[src/design/pidpi_pkg.sv]
// ----------------------------------------------------------------------------
// pidpi_pkg
// Shared types, constants and helpers of the PID controller.
// ----------------------------------------------------------------------------
package pidpi_pkg;

	localparam int INCREMENTAL_MODE_DEF = 0;
	localparam int FRACTION_BITS_DEF    = 16;

	localparam int MAG_W  = 34;
	localparam int CFG_AW = 5;
	localparam int ITEM_W = 96;

	typedef logic signed [31:0]       word_t;
	typedef logic signed [34:0]       wide_t;
	typedef logic signed [MAG_W-1:0]  mag_t;

	localparam word_t WORD_MAX = 32'sh7FFF_FFFF;
	localparam word_t WORD_MIN = 32'sh8000_0000;
	localparam logic [16:0] UNITY_Q16 = 17'h1_0000;

	typedef enum logic [2:0] {
		REG_GAIN_P,
		REG_GAIN_I,
		REG_GAIN_D,
		REG_OUT_FLOOR,
		REG_OUT_CEIL,
		REG_ACC_FLOOR,
		REG_ACC_CEIL,
		REG_DERIV_SMOOTH
	} reg_idx_t;

	typedef enum logic {
		OP_MUL,
		OP_DIV
	} op_t;

	typedef enum logic [1:0] {
		SH_FRAC,
		SH_FRAC1,
		SH_Q16
	} sh_t;

	typedef enum logic [3:0] {
		ST_IDLE,
		ST_ERR,
		ST_TRAP,
		ST_LIMIT,
		ST_DIV,
		ST_FILT,
		ST_MP,
		ST_MI,
		ST_MD,
		ST_SAT,
		ST_DONE
	} state_t;

	typedef struct packed {
		word_t       gain_p;
		word_t       gain_i;
		word_t       gain_d;
		word_t       output_floor;
		word_t       output_ceiling;
		word_t       accum_floor;
		word_t       accum_ceiling;
		logic [16:0] deriv_smoothing;
	} cfg_t;

	function automatic word_t sat32(input wide_t v);
		word_t r;
		if (v > wide_t'(WORD_MAX)) r = WORD_MAX;
		else if (v < wide_t'(WORD_MIN)) r = WORD_MIN;
		else r = v[31:0];
		return r;
	endfunction

	function automatic word_t clamp(input word_t v, input word_t lo, input word_t hi);
		word_t r;
		if (v < lo) r = lo;
		else if (v > hi) r = hi;
		else r = v;
		return r;
	endfunction

	function automatic mag_t ext(input word_t v);
		return {{(MAG_W-32){v[31]}}, v};
	endfunction

	function automatic wide_t wext(input word_t v);
		return {{3{v[31]}}, v};
	endfunction

endpackage

[src/design/pidpi_cfg.sv]
// ----------------------------------------------------------------------------
// pidpi_cfg
// Configuration register file behind a simple APB-style port.
// ----------------------------------------------------------------------------
module pidpi_cfg
	import pidpi_pkg::*;
(
	input  logic              clk,
	input  logic              arst_n,
	input  logic              psel,
	input  logic              penable,
	input  logic              pwrite,
	input  logic [CFG_AW-1:0] paddr,
	input  logic [31:0]       pwdata,
	output logic [31:0]       prdata,
	output logic              pready,
	output cfg_t              cfg
);

	cfg_t     cfg_q;
	reg_idx_t idx;
	logic     wr_en;

	assign pready = 1'b1;
	assign idx    = reg_idx_t'(paddr[4:2]);
	assign wr_en  = psel & penable & pwrite & pready;
	assign cfg    = cfg_q;

	always_ff @(posedge clk or negedge arst_n) begin
		if (!arst_n) begin
			cfg_q.gain_p          <= '0;
			cfg_q.gain_i          <= '0;
			cfg_q.gain_d          <= '0;
			cfg_q.output_floor    <= WORD_MIN;
			cfg_q.output_ceiling  <= WORD_MAX;
			cfg_q.accum_floor     <= WORD_MIN;
			cfg_q.accum_ceiling   <= WORD_MAX;
			cfg_q.deriv_smoothing <= '0;
		end else if (wr_en) begin
			case (idx)
				REG_GAIN_P:       cfg_q.gain_p          <= pwdata;
				REG_GAIN_I:       cfg_q.gain_i          <= pwdata;
				REG_GAIN_D:       cfg_q.gain_d          <= pwdata;
				REG_OUT_FLOOR:    cfg_q.output_floor    <= pwdata;
				REG_OUT_CEIL:     cfg_q.output_ceiling  <= pwdata;
				REG_ACC_FLOOR:    cfg_q.accum_floor     <= pwdata;
				REG_ACC_CEIL:     cfg_q.accum_ceiling   <= pwdata;
				REG_DERIV_SMOOTH: cfg_q.deriv_smoothing <= pwdata[16:0];
				default: ;
			endcase
		end
	end

	always_comb begin
		case (idx)
			REG_GAIN_P:       prdata = cfg_q.gain_p;
			REG_GAIN_I:       prdata = cfg_q.gain_i;
			REG_GAIN_D:       prdata = cfg_q.gain_d;
			REG_OUT_FLOOR:    prdata = cfg_q.output_floor;
			REG_OUT_CEIL:     prdata = cfg_q.output_ceiling;
			REG_ACC_FLOOR:    prdata = cfg_q.accum_floor;
			REG_ACC_CEIL:     prdata = cfg_q.accum_ceiling;
			REG_DERIV_SMOOTH: prdata = {15'd0, cfg_q.deriv_smoothing};
			default:          prdata = '0;
		endcase
	end

endmodule

[src/design/pidpi_unit.sv]
// ----------------------------------------------------------------------------
// pidpi_unit
// Bit-serial signed multiply (shifted, saturated) and divide (scaled,
// saturated) unit shared by all product and quotient terms.
// ----------------------------------------------------------------------------
module pidpi_unit
	import pidpi_pkg::*;
#(
	parameter int FRACTION_BITS = FRACTION_BITS_DEF
) (
	input  logic  clk,
	input  logic  arst_n,
	input  logic  start,
	input  op_t   op,
	input  sh_t   sh,
	input  mag_t  a,
	input  mag_t  b,
	output logic  done,
	output word_t res
);

	localparam int DW = MAG_W + FRACTION_BITS;
	localparam int PW = 2 * MAG_W;
	localparam int RW = (PW > DW) ? PW : DW;
	localparam int CW = $clog2(DW + 1);

	logic              busy_q, pend_q, done_q;
	logic [CW-1:0]     cnt_q;
	op_t               op_q;
	sh_t               sh_q;
	logic              neg_q;
	logic [MAG_W-1:0]  mcand_q, hi_q, lo_q, rem_q;
	logic [DW-1:0]     dvd_q, quo_q;
	word_t             res_q;

	logic [MAG_W-1:0]  a_mag, b_mag;
	logic [MAG_W:0]    msum, dtrial;
	logic              dfit;
	logic [CW-1:0]     last;
	logic [PW-1:0]     full;
	logic [PW-1:0]     shifted;
	logic [RW-1:0]     mag_sel;
	logic [31:0]       lim, mag_c;

	assign a_mag  = a[MAG_W-1] ? MAG_W'(-a) : a;
	assign b_mag  = b[MAG_W-1] ? MAG_W'(-b) : b;
	assign msum   = {1'b0, hi_q} + (lo_q[0] ? {1'b0, mcand_q} : '0);
	assign dtrial = {rem_q, dvd_q[DW-1]};
	assign dfit   = dtrial >= {1'b0, mcand_q};
	assign last   = (op_q == OP_MUL) ? CW'(MAG_W - 1) : CW'(DW - 1);
	assign full   = {hi_q, lo_q};

	always_comb begin
		case (sh_q)
			SH_FRAC:  shifted = full >> FRACTION_BITS;
			SH_FRAC1: shifted = full >> (FRACTION_BITS + 1);
			SH_Q16:   shifted = full >> 16;
			default:  shifted = full;
		endcase
		mag_sel = (op_q == OP_MUL) ? RW'(shifted) : RW'(quo_q);
		lim     = neg_q ? 32'h8000_0000 : 32'h7FFF_FFFF;
		mag_c   = (mag_sel > RW'(lim)) ? lim : mag_sel[31:0];
	end

	always_ff @(posedge clk or negedge arst_n) begin
		if (!arst_n) begin
			busy_q <= 1'b0;
			pend_q <= 1'b0;
			done_q <= 1'b0;
			cnt_q  <= '0;
		end else begin
			done_q <= pend_q;
			pend_q <= 1'b0;
			if (start) begin
				busy_q <= 1'b1;
				cnt_q  <= '0;
			end else if (busy_q) begin
				cnt_q <= cnt_q + 1'b1;
				if (cnt_q == last) begin
					busy_q <= 1'b0;
					pend_q <= 1'b1;
				end
			end
		end
	end

	always_ff @(posedge clk) begin
		if (start) begin
			op_q    <= op;
			sh_q    <= sh;
			neg_q   <= a[MAG_W-1] ^ ((op == OP_MUL) & b[MAG_W-1]);
			mcand_q <= (op == OP_MUL) ? a_mag : b_mag;
			hi_q    <= '0;
			lo_q    <= b_mag;
			rem_q   <= '0;
			dvd_q   <= {a_mag, {FRACTION_BITS{1'b0}}};
			quo_q   <= '0;
		end else if (busy_q) begin
			if (op_q == OP_MUL) begin
				hi_q <= msum[MAG_W:1];
				lo_q <= {msum[0], lo_q[MAG_W-1:1]};
			end else begin
				rem_q <= dfit ? MAG_W'(dtrial - {1'b0, mcand_q}) : dtrial[MAG_W-1:0];
				dvd_q <= {dvd_q[DW-2:0], 1'b0};
				quo_q <= {quo_q[DW-2:0], dfit};
			end
		end
		if (pend_q) res_q <= neg_q ? -mag_c : mag_c;
	end

	assign done = done_q;
	assign res  = res_q;

endmodule

[src/design/pid_controller_position_incremental.sv]
// ----------------------------------------------------------------------------
// pid_controller_position_incremental
// PID controller in signed fixed point, positional or incremental by build.
// ----------------------------------------------------------------------------
// Every multiply and the time-step divide run on one bit-serial shared unit.
// Positional item: three to six unit operations, the fewest without integral
// and derivative, the most with filtering; an incremental item skips the
// derivative multiply on its first step.
// One item at a time; the next is taken once the result is in the output
// register. Reset clears controller state and loads register reset values.
module pid_controller_position_incremental
	import pidpi_pkg::*;
#(
	parameter int INCREMENTAL_MODE = INCREMENTAL_MODE_DEF,
	parameter int FRACTION_BITS    = FRACTION_BITS_DEF
) (
	input  logic              clk,
	input  logic              arst_n,
	input  logic              s_tvalid,
	output logic              s_tready,
	input  logic [ITEM_W-1:0] s_tdata,  // target_value, measured_value, time_step
	input  logic              s_tuser,  // clear_state
	output logic              m_tvalid,
	input  logic              m_tready,
	output logic [ITEM_W-1:0] m_tdata,  // drive_value, error_now, accum_now
	input  logic              psel,
	input  logic              penable,
	input  logic              pwrite,
	input  logic [CFG_AW-1:0] paddr,
	input  logic [31:0]       pwdata,
	output logic [31:0]       prdata,
	output logic              pready
);

	localparam bit INC = (INCREMENTAL_MODE != 0);

	cfg_t   cfg;
	state_t state_q, state_nx;

	word_t       tgt_q, meas_q, e_q, d_q, x_q;
	logic [31:0] dt_q;
	wide_t       sum_q;
	word_t       acc_q, pe_q, oe_q, pd_q;
	logic        first_q, wait_q, out_valid_q;
	logic [ITEM_W-1:0] out_data_q;

	logic   u_start, u_done;
	op_t    u_op;
	sh_t    u_sh;
	mag_t   u_a, u_b;
	word_t  u_res;

	logic        active, accept, free, unit_st;
	logic [16:0] coef;
	word_t       drv, acc_new;

	pidpi_cfg u_cfg (
		.clk     (clk),
		.arst_n  (arst_n),
		.psel    (psel),
		.penable (penable),
		.pwrite  (pwrite),
		.paddr   (paddr),
		.pwdata  (pwdata),
		.prdata  (prdata),
		.pready  (pready),
		.cfg     (cfg)
	);

	pidpi_unit #(.FRACTION_BITS(FRACTION_BITS)) u_unit (
		.clk    (clk),
		.arst_n (arst_n),
		.start  (u_start),
		.op     (u_op),
		.sh     (u_sh),
		.a      (u_a),
		.b      (u_b),
		.done   (u_done),
		.res    (u_res)
	);

	assign s_tready = (state_q == ST_IDLE);
	assign accept   = s_tvalid & s_tready;
	assign active   = !first_q && (dt_q != '0);
	assign free     = !out_valid_q || m_tready;
	assign m_tvalid = out_valid_q;
	assign m_tdata  = out_data_q;
	assign drv      = clamp(x_q, cfg.output_floor, cfg.output_ceiling);
	assign acc_new  = !INC ? acc_q : (first_q ? x_q : drv);
	assign coef     = UNITY_Q16 -
		((cfg.deriv_smoothing > UNITY_Q16) ? UNITY_Q16 : cfg.deriv_smoothing);

	always_comb begin
		state_nx = state_q;
		case (state_q)
			ST_IDLE:  if (s_tvalid) state_nx = ST_ERR;
			ST_ERR:   state_nx = INC ? ST_MP : (active ? ST_TRAP : ST_LIMIT);
			ST_TRAP:  if (u_done) state_nx = ST_LIMIT;
			ST_LIMIT: state_nx = active ? ST_DIV : ST_MP;
			ST_DIV:   if (u_done) state_nx = (cfg.deriv_smoothing != '0) ? ST_FILT : ST_MP;
			ST_FILT:  if (u_done) state_nx = ST_MP;
			ST_MP:    if (u_done) state_nx = ST_MI;
			ST_MI:    if (u_done) state_nx = (INC && first_q) ? ST_SAT : ST_MD;
			ST_MD:    if (u_done) state_nx = ST_SAT;
			ST_SAT:   state_nx = ST_DONE;
			ST_DONE:  if (free) state_nx = ST_IDLE;
			default:  state_nx = ST_IDLE;
		endcase
	end

	always_comb begin
		unit_st = 1'b0;
		u_op    = OP_MUL;
		u_sh    = SH_FRAC;
		u_a     = '0;
		u_b     = '0;
		case (state_q)
			ST_TRAP: begin
				unit_st = 1'b1;
				u_sh    = SH_FRAC1;
				u_a     = ext(e_q) + ext(pe_q);
				u_b     = MAG_W'(dt_q);
			end
			ST_DIV: begin
				unit_st = 1'b1;
				u_op    = OP_DIV;
				u_a     = ext(e_q) - ext(pe_q);
				u_b     = MAG_W'(dt_q);
			end
			ST_FILT: begin
				unit_st = 1'b1;
				u_sh    = SH_Q16;
				u_a     = ext(d_q) - ext(pd_q);
				u_b     = MAG_W'(coef);
			end
			ST_MP: begin
				unit_st = 1'b1;
				u_a     = ext(cfg.gain_p);
				u_b     = (INC && !first_q) ? ext(e_q) - ext(pe_q) : ext(e_q);
			end
			ST_MI: begin
				unit_st = 1'b1;
				u_a     = ext(cfg.gain_i);
				u_b     = INC ? ext(e_q) : ext(acc_q);
			end
			ST_MD: begin
				unit_st = 1'b1;
				u_a     = ext(cfg.gain_d);
				if (!INC) u_b = ext(d_q);
				else if (dt_q != '0) u_b = ext(e_q) - (ext(pe_q) <<< 1) + ext(oe_q);
				else u_b = '0;
			end
			default: ;
		endcase
		u_start = unit_st && !wait_q;
	end

	always_ff @(posedge clk or negedge arst_n) begin
		if (!arst_n) begin
			state_q     <= ST_IDLE;
			wait_q      <= 1'b0;
			out_valid_q <= 1'b0;
			acc_q       <= '0;
			pe_q        <= '0;
			oe_q        <= '0;
			pd_q        <= '0;
			first_q     <= 1'b1;
		end else begin
			state_q <= state_nx;
			if (u_start) wait_q <= 1'b1;
			else if (u_done) wait_q <= 1'b0;
			if (m_tready && !(state_q == ST_DONE && free)) out_valid_q <= 1'b0;
			if (accept && s_tuser) begin
				acc_q   <= '0;
				pe_q    <= '0;
				oe_q    <= '0;
				pd_q    <= '0;
				first_q <= 1'b1;
			end
			if (state_q == ST_TRAP && u_done) acc_q <= sat32(wext(acc_q) + wext(u_res));
			if (state_q == ST_LIMIT) acc_q <= clamp(acc_q, cfg.accum_floor, cfg.accum_ceiling);
			if (state_q == ST_DONE && free) begin
				out_valid_q <= 1'b1;
				pe_q        <= e_q;
				first_q     <= 1'b0;
				if (INC) begin
					acc_q <= acc_new;
					oe_q  <= pe_q;
				end else begin
					pd_q <= d_q;
				end
			end
		end
	end

	always_ff @(posedge clk) begin
		if (accept) begin
			tgt_q  <= s_tdata[31:0];
			meas_q <= s_tdata[63:32];
			dt_q   <= s_tdata[95:64];
		end
		if (state_q == ST_ERR) e_q <= sat32(wext(tgt_q) - wext(meas_q));
		if (state_q == ST_LIMIT) d_q <= '0;
		if (state_q == ST_DIV && u_done) d_q <= u_res;
		if (state_q == ST_FILT && u_done) d_q <= sat32(wext(pd_q) + wext(u_res));
		if (state_q == ST_MP && u_done) sum_q <= wext(u_res);
		if ((state_q == ST_MI || state_q == ST_MD) && u_done) sum_q <= sum_q + wext(u_res);
		if (state_q == ST_SAT) begin
			if (INC && !first_q)
				x_q <= clamp(sat32(wext(acc_q) + wext(sat32(sum_q))),
					cfg.accum_floor, cfg.accum_ceiling);
			else
				x_q <= sat32(sum_q);
		end
		if (state_q == ST_DONE && free) out_data_q <= {acc_new, e_q, drv};
	end

	a_done_waits: assert property (@(posedge clk) disable iff (!arst_n)
		u_done |-> wait_q)
		else $error("unit result without a pending operation");

	a_idle_no_wait: assert property (@(posedge clk) disable iff (!arst_n)
		s_tready |-> !wait_q)
		else $error("input ready while unit operation pending");

	a_first_drops: assert property (@(posedge clk) disable iff (!arst_n)
		(state_q == ST_DONE && free) |=> (!first_q && out_valid_q))
		else $error("finished item left first-step flag or output slot wrong");

	a_start_idle: assert property (@(posedge clk) disable iff (!arst_n)
		u_start |=> !u_done)
		else $error("unit finished right after start");

endmodule
[config.mk]
export PLATFORM = sky130hd
export DESIGN_NAME = pid_controller_position_incremental
export DESIGN_NICKNAME = d
export VERILOG_FILES = /design/src/design/pidpi_pkg.sv /design/src/design/pidpi_cfg.sv /design/src/design/pidpi_unit.sv /design/src/design/pid_controller_position_incremental.sv
export SDC_FILE = /design/constraint.sdc
export NUM_CORES = 2
export LEC_CHECK = 0
export BUFFER_PORTS_ARGS = -buffer_cell sky130_fd_sc_hd__buf_2
export CELL_PAD_IN_SITES_DETAIL_PLACEMENT = 0
export CELL_PAD_IN_SITES_GLOBAL_PLACEMENT = 1
export CORE_MARGIN = 3
export CORE_UTILIZATION = 49
export CTS_CLUSTER_DIAMETER = 120
export DETAILED_ROUTE_END_ITERATION = 6
export PLACE_DENSITY = 0.91
export SETUP_SLACK_MARGIN = 0.3
export SLEW_MARGIN = 20
export SYNTH_ARGS = -nofsm -noshare
export SYNTH_HDL_FRONTEND = slang
export SYNTH_SLANG_ARGS = --single-unit
export TNS_END_PERCENT = 30
[constraint.sdc]
create_clock -name clk -period 6.9 [get_ports clk]
set_input_delay 1.035 -clock clk [delete_from_list [all_inputs] [get_ports clk]]
set_output_delay 1.035 -clock clk [all_outputs]
set_load 0.01 [all_outputs]
## Word-level counts from Yosys, hierarchy flattened

Cells that the tools add are included.

| storage, ports and cells | value |
|---|---|
| register bits | 932 |
| latch bits | 0 |
| bits in writable memories | 0 |
| bits in read-only memories | 0 |
| bits of input ports | 141 |
| output and inout bits | 131 |
| logic and storage cells | 219 |
| memories | 0 |

| operators by class | value |
|---|---|
| add/subtract/negate cells | 14 |
| $mul | 0 |
| divide/modulo/power cells | 0 |
| $lt $le $gt $ge | 15 |
| equal/unequal tests | 30 |
| shift-type cells | 0 |
| mux-type cells | 70 |
| bitwise gates (word level) | 7 |
| reductions and logical operators | 46 |

Operators with widths:

| operator | count |
|---|---|
| two-way mux 32 bit | 21 |
| two-way mux 34 bit | 8 |
| case mux 32 bit (8 select lines) | 1 |
| case mux 34 bit (6 select lines) | 1 |
| case mux 34 bit (5 select lines) | 1 |
| two-way mux 50 bit | 3 |
| case mux 68 bit (2 select lines) | 1 |
| adder 32 x 32 -> 33 bit | 3 |
| greater-than comparator 33 x 32 -> 1 bit (second input constant) | 3 |
| < comparator 33 x 32 -> 1 bit (second input constant) | 3 |
| subtractor 32 x 32 -> 33 bit | 3 |
| two-way mux 35 bit | 2 |
| greater-than comparator 68 x 32 -> 1 bit | 1 |
| two-way mux 68 bit | 1 |
| negation 34 bit | 2 |
| greater-than comparator 32 bit | 2 |
| < comparator 32 bit | 2 |
| case mux 4 bit (11 select lines) | 1 |
| adder 34 x 35 -> 35 bit | 1 |
| adder 35 x 32 -> 35 bit | 1 |
| >= comparator 35 x 34 -> 1 bit | 1 |
| greater-than comparator 35 x 32 -> 1 bit (second input constant) | 1 |
| < comparator 35 x 32 -> 1 bit (second input constant) | 1 |
| subtractor 34 bit | 1 |
| other kinds (41) | 117 |

## Depth between registers and ports, before layout

| logic depth | value |
|---|---|
| word-level depth | 8 |
| mapped depth | 25 |
| gate-level depth less buffers | 21 |

## Cells and area by module

From an unflattened synthesis, not the netlist that was laid out.

| second synthesis, totals | value |
|---|---|
| cell total of the unflattened synthesis | 6,166 |
| area total of the unflattened synthesis | 60,603.1 um2 |

Modules (own cells, without submodules):

| module | times used | cells an instance | area each (um2) | sequential area each (um2) |
|---|---|---|---|---|
| pid_controller_position_incremental | 1 | 3,357 | 31,865.6 | 12,278.0 |
| pidpi_unit | 1 | 2,008 | 17,692.0 | 6,731.5 |
| pidpi_cfg | 1 | 801 | 11,045.6 | 6,110.9 |

## Worst setup path before layout

No wires, ideal clock.

| timing | value |
|---|---|
| path type | register to register |
| from | register state_q[0] |
| to | register out_data_q[0], in the netlist m_tdata[0] (enable) |
| library setup time | 0.498 ns |
| arrival | 4.991 ns |
| data required time | 6.402 ns |
| path slack | 1.411 ns |
| cell stages (with the launch flop) | 11 |
| path buffers | 7 |
| period minus slack after synthesis | 5.489 ns |
| cells stage by stage | dfrtp_1 -> buf_2 -> buf_2 -> buf_2 -> buf_1 -> nand2b_1 -> or3_1 -> clkbuf_1 -> inv_2 -> clkbuf_1 -> clkbuf_1 |

| between the ends | value |
|---|---|
| cells in the longest elaborated chain, start to end | 2 |

Ends and longest elaborated chain:

| what | line | source |
|---|---|---|
| start: declaration | pid_controller_position_incremental.sv:38 | `state_t state_q, state_nx;` |
| start signal: assignment | pid_controller_position_incremental.sv:169 | `state_q <= state_nx;` |
| equality test 4 bit | pid_controller_position_incremental.sv:215 | `if (state_q == ST_DONE && free) out_data_q <= {acc_new, e_q, drv};` |
| logical AND 1 bit | pid_controller_position_incremental.sv:215 |  |
| end signal: assignment | pid_controller_position_incremental.sv:215 |  |
| end: declaration | pid_controller_position_incremental.sv:45 | `logic [ITEM_W-1:0] out_data_q;` |

No other way between the ends.
A chain may end at the register's enable or synchronous reset.

## Final worst setup path

| timing | value |
|---|---|
| from | register pe_q[0] |
| to | register u_unit.dvd_q[47] (data pin) |

| between the ends | value |
|---|---|
| cells in the longest elaborated chain, start to end | 5 |
| elaborated cells between the ends (all ways) | 6 |
| classes of those cells | add/sub (3); mux (3) |

Ends and longest elaborated chain:

| what | line | source |
|---|---|---|
| start: declaration | pid_controller_position_incremental.sv:43 | `word_t acc_q, pe_q, oe_q, pd_q;` |
| start signal: assignment | pid_controller_position_incremental.sv:184 | `pe_q <= e_q;` |
| subtractor 32 x 32 -> 33 bit / adder 32 x 32 -> 33 bit (equally long branches) | - |  |
| case mux 34 bit (6 select lines) * | pid_controller_position_incremental.sv:117 | `case (state_q)` |
| negation 34 bit | pidpi_unit.sv:45 | `assign a_mag = a[MAG_W-1] ? MAG_W'(-a) : a;` |
| two-way mux 34 bit * | pidpi_unit.sv:45 |  |
| two-way mux 50 bit * | pidpi_unit.sv:88 | `if (start) begin` |
| end signal: assignment | pidpi_unit.sv:96 | `dvd_q <= {a_mag, {FRACTION_BITS{1'b0}}};` |
| end signal: assignment | pidpi_unit.sv:104 | `dvd_q <= {dvd_q[DW-2:0], 1'b0};` |
| end: declaration | pidpi_unit.sv:33 | `logic [DW-1:0] dvd_q, quo_q;` |

Mark *: on every way between the ends. The rest lies on a longest branch, timed or not.

==> reports/metrics.yaml <==
timing:
  rsz0062_at_grt: "false"
  setup_violations: 0
  finalCritPeriodShare_pct: 87.6
  timing.slew.headroom_pct: 16.7
  setup_tns_ps: 0
  finalHoldViolCount: 0
  skew_ps: 23.9
  slew_violations: 0
  max_freq_mhz: 166
  finalWorstPathRequiredPeriod_ps: 6040
  hold_slack_ps: 386
  tightest_slew_ps: 1250
  worst_slack_ps: 858
clock_tree:
  htreeDepth: 3
  cts_resized: 0
  clk_latency_ps: 730
  post_cts_buffers: 0
  cts_tree: "built"
  clkSlewWorstSetupHoldPaths_ps: 60
  cts_buffers: 106
  clkSinkCount: 932
  hold_buffers: 0
  clockBufferDepth: 3
  cts_root_buf: "clkbuf_16"
grt:
  gr-usage-all-layers_pct: 32.2
  grt_pass1_wl_um: 318000
  grt_pass1_vias: 49600
  grt_remaining_overflow: 0
  antenna_found_initial: 13
  grt_max_degree: 142
synthesis:
  synth-seq-cells: 932
  yosysMostFrequentCell: "nand2_1"
  synth_top_cell_by_area: "edfxtp_1"
  syn-mean-instance-area_um2: 9.33
  synthArstFlopShare_pct: 37.9
  synthesis.area_um2: 61100
  netlist_instances: 6545
  ys_types: 127
  synth_ff_type: "edfxtp_1"
  synth_edf_count: 461
  syn_nets: 7121
  ys_seq_area_share_pct: 41.1
  synth_top_area_share_pct: 22.7
  synth_area_leaders: "edfxtp_1 23%, dfrtp_1 12%, ha_1 8.7%"
  synth.cells.most_frequent: "813 x nand2_1, 531 x o21ai_0, 516 x a21oi_1"
  yosysWarnings: 0
critical_path:
  arrival_ps: 6480
  start_kind: "register"
  critPathCaptureType: "register"
  crit_buf_inv: 1
  cp.required_ps: 7340
  worstPathMaxFanout: 9
  path_cells: "inv_1, ha_1, nor3b_1, nand4_1, nor2_1, a31oi_1, xnor2_1, ha_1, a21oi_1, o21ai_0, a21o_1, o311ai_0, o2111ai_1, a211oi_2, nand4_1, nor4_2, a31oi_1, xnor2_1, o21ai_1"
  crit_family: "compound AO/OA/AOI/OAI gates"
  max_stage_delay_ps: 600
  worst_path_max_delay_cell: "a211oi_2"
  setup.worst_path.class: "register to register"
power:
  pwr-share-clk_pct: 17.3
  p_sw_share_pct: 47.3
  internal_power_w: 0.0181
  powerDensity_nw_per_um2: 507
  peakVddDrop_v: 0.000420
  p_sw_w: 0.0163
  power_frac_comb_pct: 56.2
  p_leak_nw: 29.0
  p_seq_share_pct: 26.5
place:
  place.gp.congestion: 1.01
  place_ws_ps: 1100
  dp_hpwl_um: 162000
  numPortBuffers: 268
  dp.cells: 8224
layout:
  nets: 7283
  layoutNonFillerInstCount: 8423
  drive_above_1_share_pct: 13.1
  syn_to_final_growth_pct: 11.1
run_status:
  status: "finished, violations left"
  violations: "design-rule violations"
detailed_routing:
  drt-total-wl_um: 214000
  vias: 53200
  wire_per_inst_um: 25.4
  via_per_inst: 6.31
  ant_nets: 0
  firstDrtPassIters: 7
  drc: 26
  drt-initial-drc-count: 6800
floorplan:
  start_util_pct: 49.7
  fp.dieW_um: 359
  dieHeight_um: 359
  rows: 128
  dieArea_um2: 129000
  pin_count: 272
  core_area_um2: 123000
worst_hold_path:
  hold_class: "input pin to asynchronous set/reset pin"
run:
  drv_cap: 0
==> power by group through the flow <==
stage               combinational, W  clock, W  sequential (W)
floorplan                     0.0136         0         0.00833
global placement              0.0184         0         0.00913
detailed placement            0.0187         0         0.00916
CTS                           0.0189   0.00601         0.00907
global route                  0.0210   0.00625         0.00919
finish                        0.0193   0.00595         0.00913
==> path summary, 6_finish.rpt <==
| check | start | cells past startpoint | slack (ps) | to |
|---|---|---|---|---|
| max | pe_q[0]$_DFFE_PN0P_ | 19 | 860 | u_unit.dvd_q[47]$_DFFE_PP_ |
| min | arst_n | 1 | 390 | u_cfg.cfg[236]$_DFFE_PN0P_ |
| max reg2reg | pe_q[0]$_DFFE_PN0P_ | 19 | 860 | u_unit.dvd_q[47]$_DFFE_PP_ |
| min reg2reg | u_unit.quo_q[49]$_SDFFE_PP0P_ | 2 | 460 | u_unit.quo_q[49]$_SDFFE_PP0P_ |
| max in group asynchronous | arst_n | 2 | 5040 | u_unit.pend_q$_DFF_PN0_ |
| min in group clk | u_unit.quo_q[49]$_SDFFE_PP0P_ | 2 | 460 | u_unit.quo_q[49]$_SDFFE_PP0P_ |
==> final cells by class <==
cell class / count / area, µm²
clock inverter: 63 / 737
tap: 1625 / 2030
antenna: 2 / 5.00
fill: 10700 / 54900
multi-input combinational: 4944 / 33600
timing repair buffer: 381 / 2230
sequential: 932 / 25100
clock buffer: 134 / 2900
inverter: 342 / 1290
==> registers in the layout (all words and copies together), names as in the netlist, 34 cells and up <==
register	flops
m_tdata	96
u_unit.rem_q	34
u_unit.hi_q	34
u_unit.quo_q	50
sum_q	35
u_unit.dvd_q	34
u_cfg.cfg	241
u_unit.mcand_q	34
u_unit.lo_q	34
==> logic make-up after synthesis <==
logic type | count (synthesis) | share of synthesized area, %
compound gates | 2011 | 21.2
xor+xnor | 310 | 4.44
fa+ha+maj | 443 | 9.14
buf+inv | 669 | 4.23
flops | 932 | 41.1
mux | 317 | 5.76
other cells | 2 | 0.0123
simple gates | 1861 | 14.1
==> stage by stage <==
stage	total power [W]	area, µm²	utilization (%)
floorplan	0.0220	61100	-
global placement	0.0276	64200	52.3
detailed placement	0.0279	64200	52.3
CTS	0.0340	67900	55.3
global route	0.0364	67900	55.3
finish	0.0344	67900	55.3
==> metal layers <==
metal | vias to the layer above | wire length [µm] | track usage, %
li1 | 24300 | - | -
met5 | - | 27 | 0
met1 | 25700 | 90000 | 45.1
met4 | 4 | 11800 | 15.1
met3 | 472 | 21500 | 6.54
met2 | 2595 | 90800 | 47.6
==> cell usage in the layout, fill, tap and decap left out, drive strengths merged, types with 47 or more instances in the layout <==
cell    count
nand3      83
buf       381
nand2     813
nor2b      48
xor2      142
o22ai      59
inv       346
mux2      134
edfxtp    461
dfrtp     288
o21ai     562
a21oi     517
and2       58
xnor2     168
ha        427
nand2b     57
nand4      72
a31oi      57
clkbuf    134
nor3      102
a211oi     71
o31ai      66
dfstp      65
a21o      216
mux2i     169
dfxtp     118
o21a       67
nor2      421
nor4       47
Note: power is estimated with default switching activity, not from simulation.
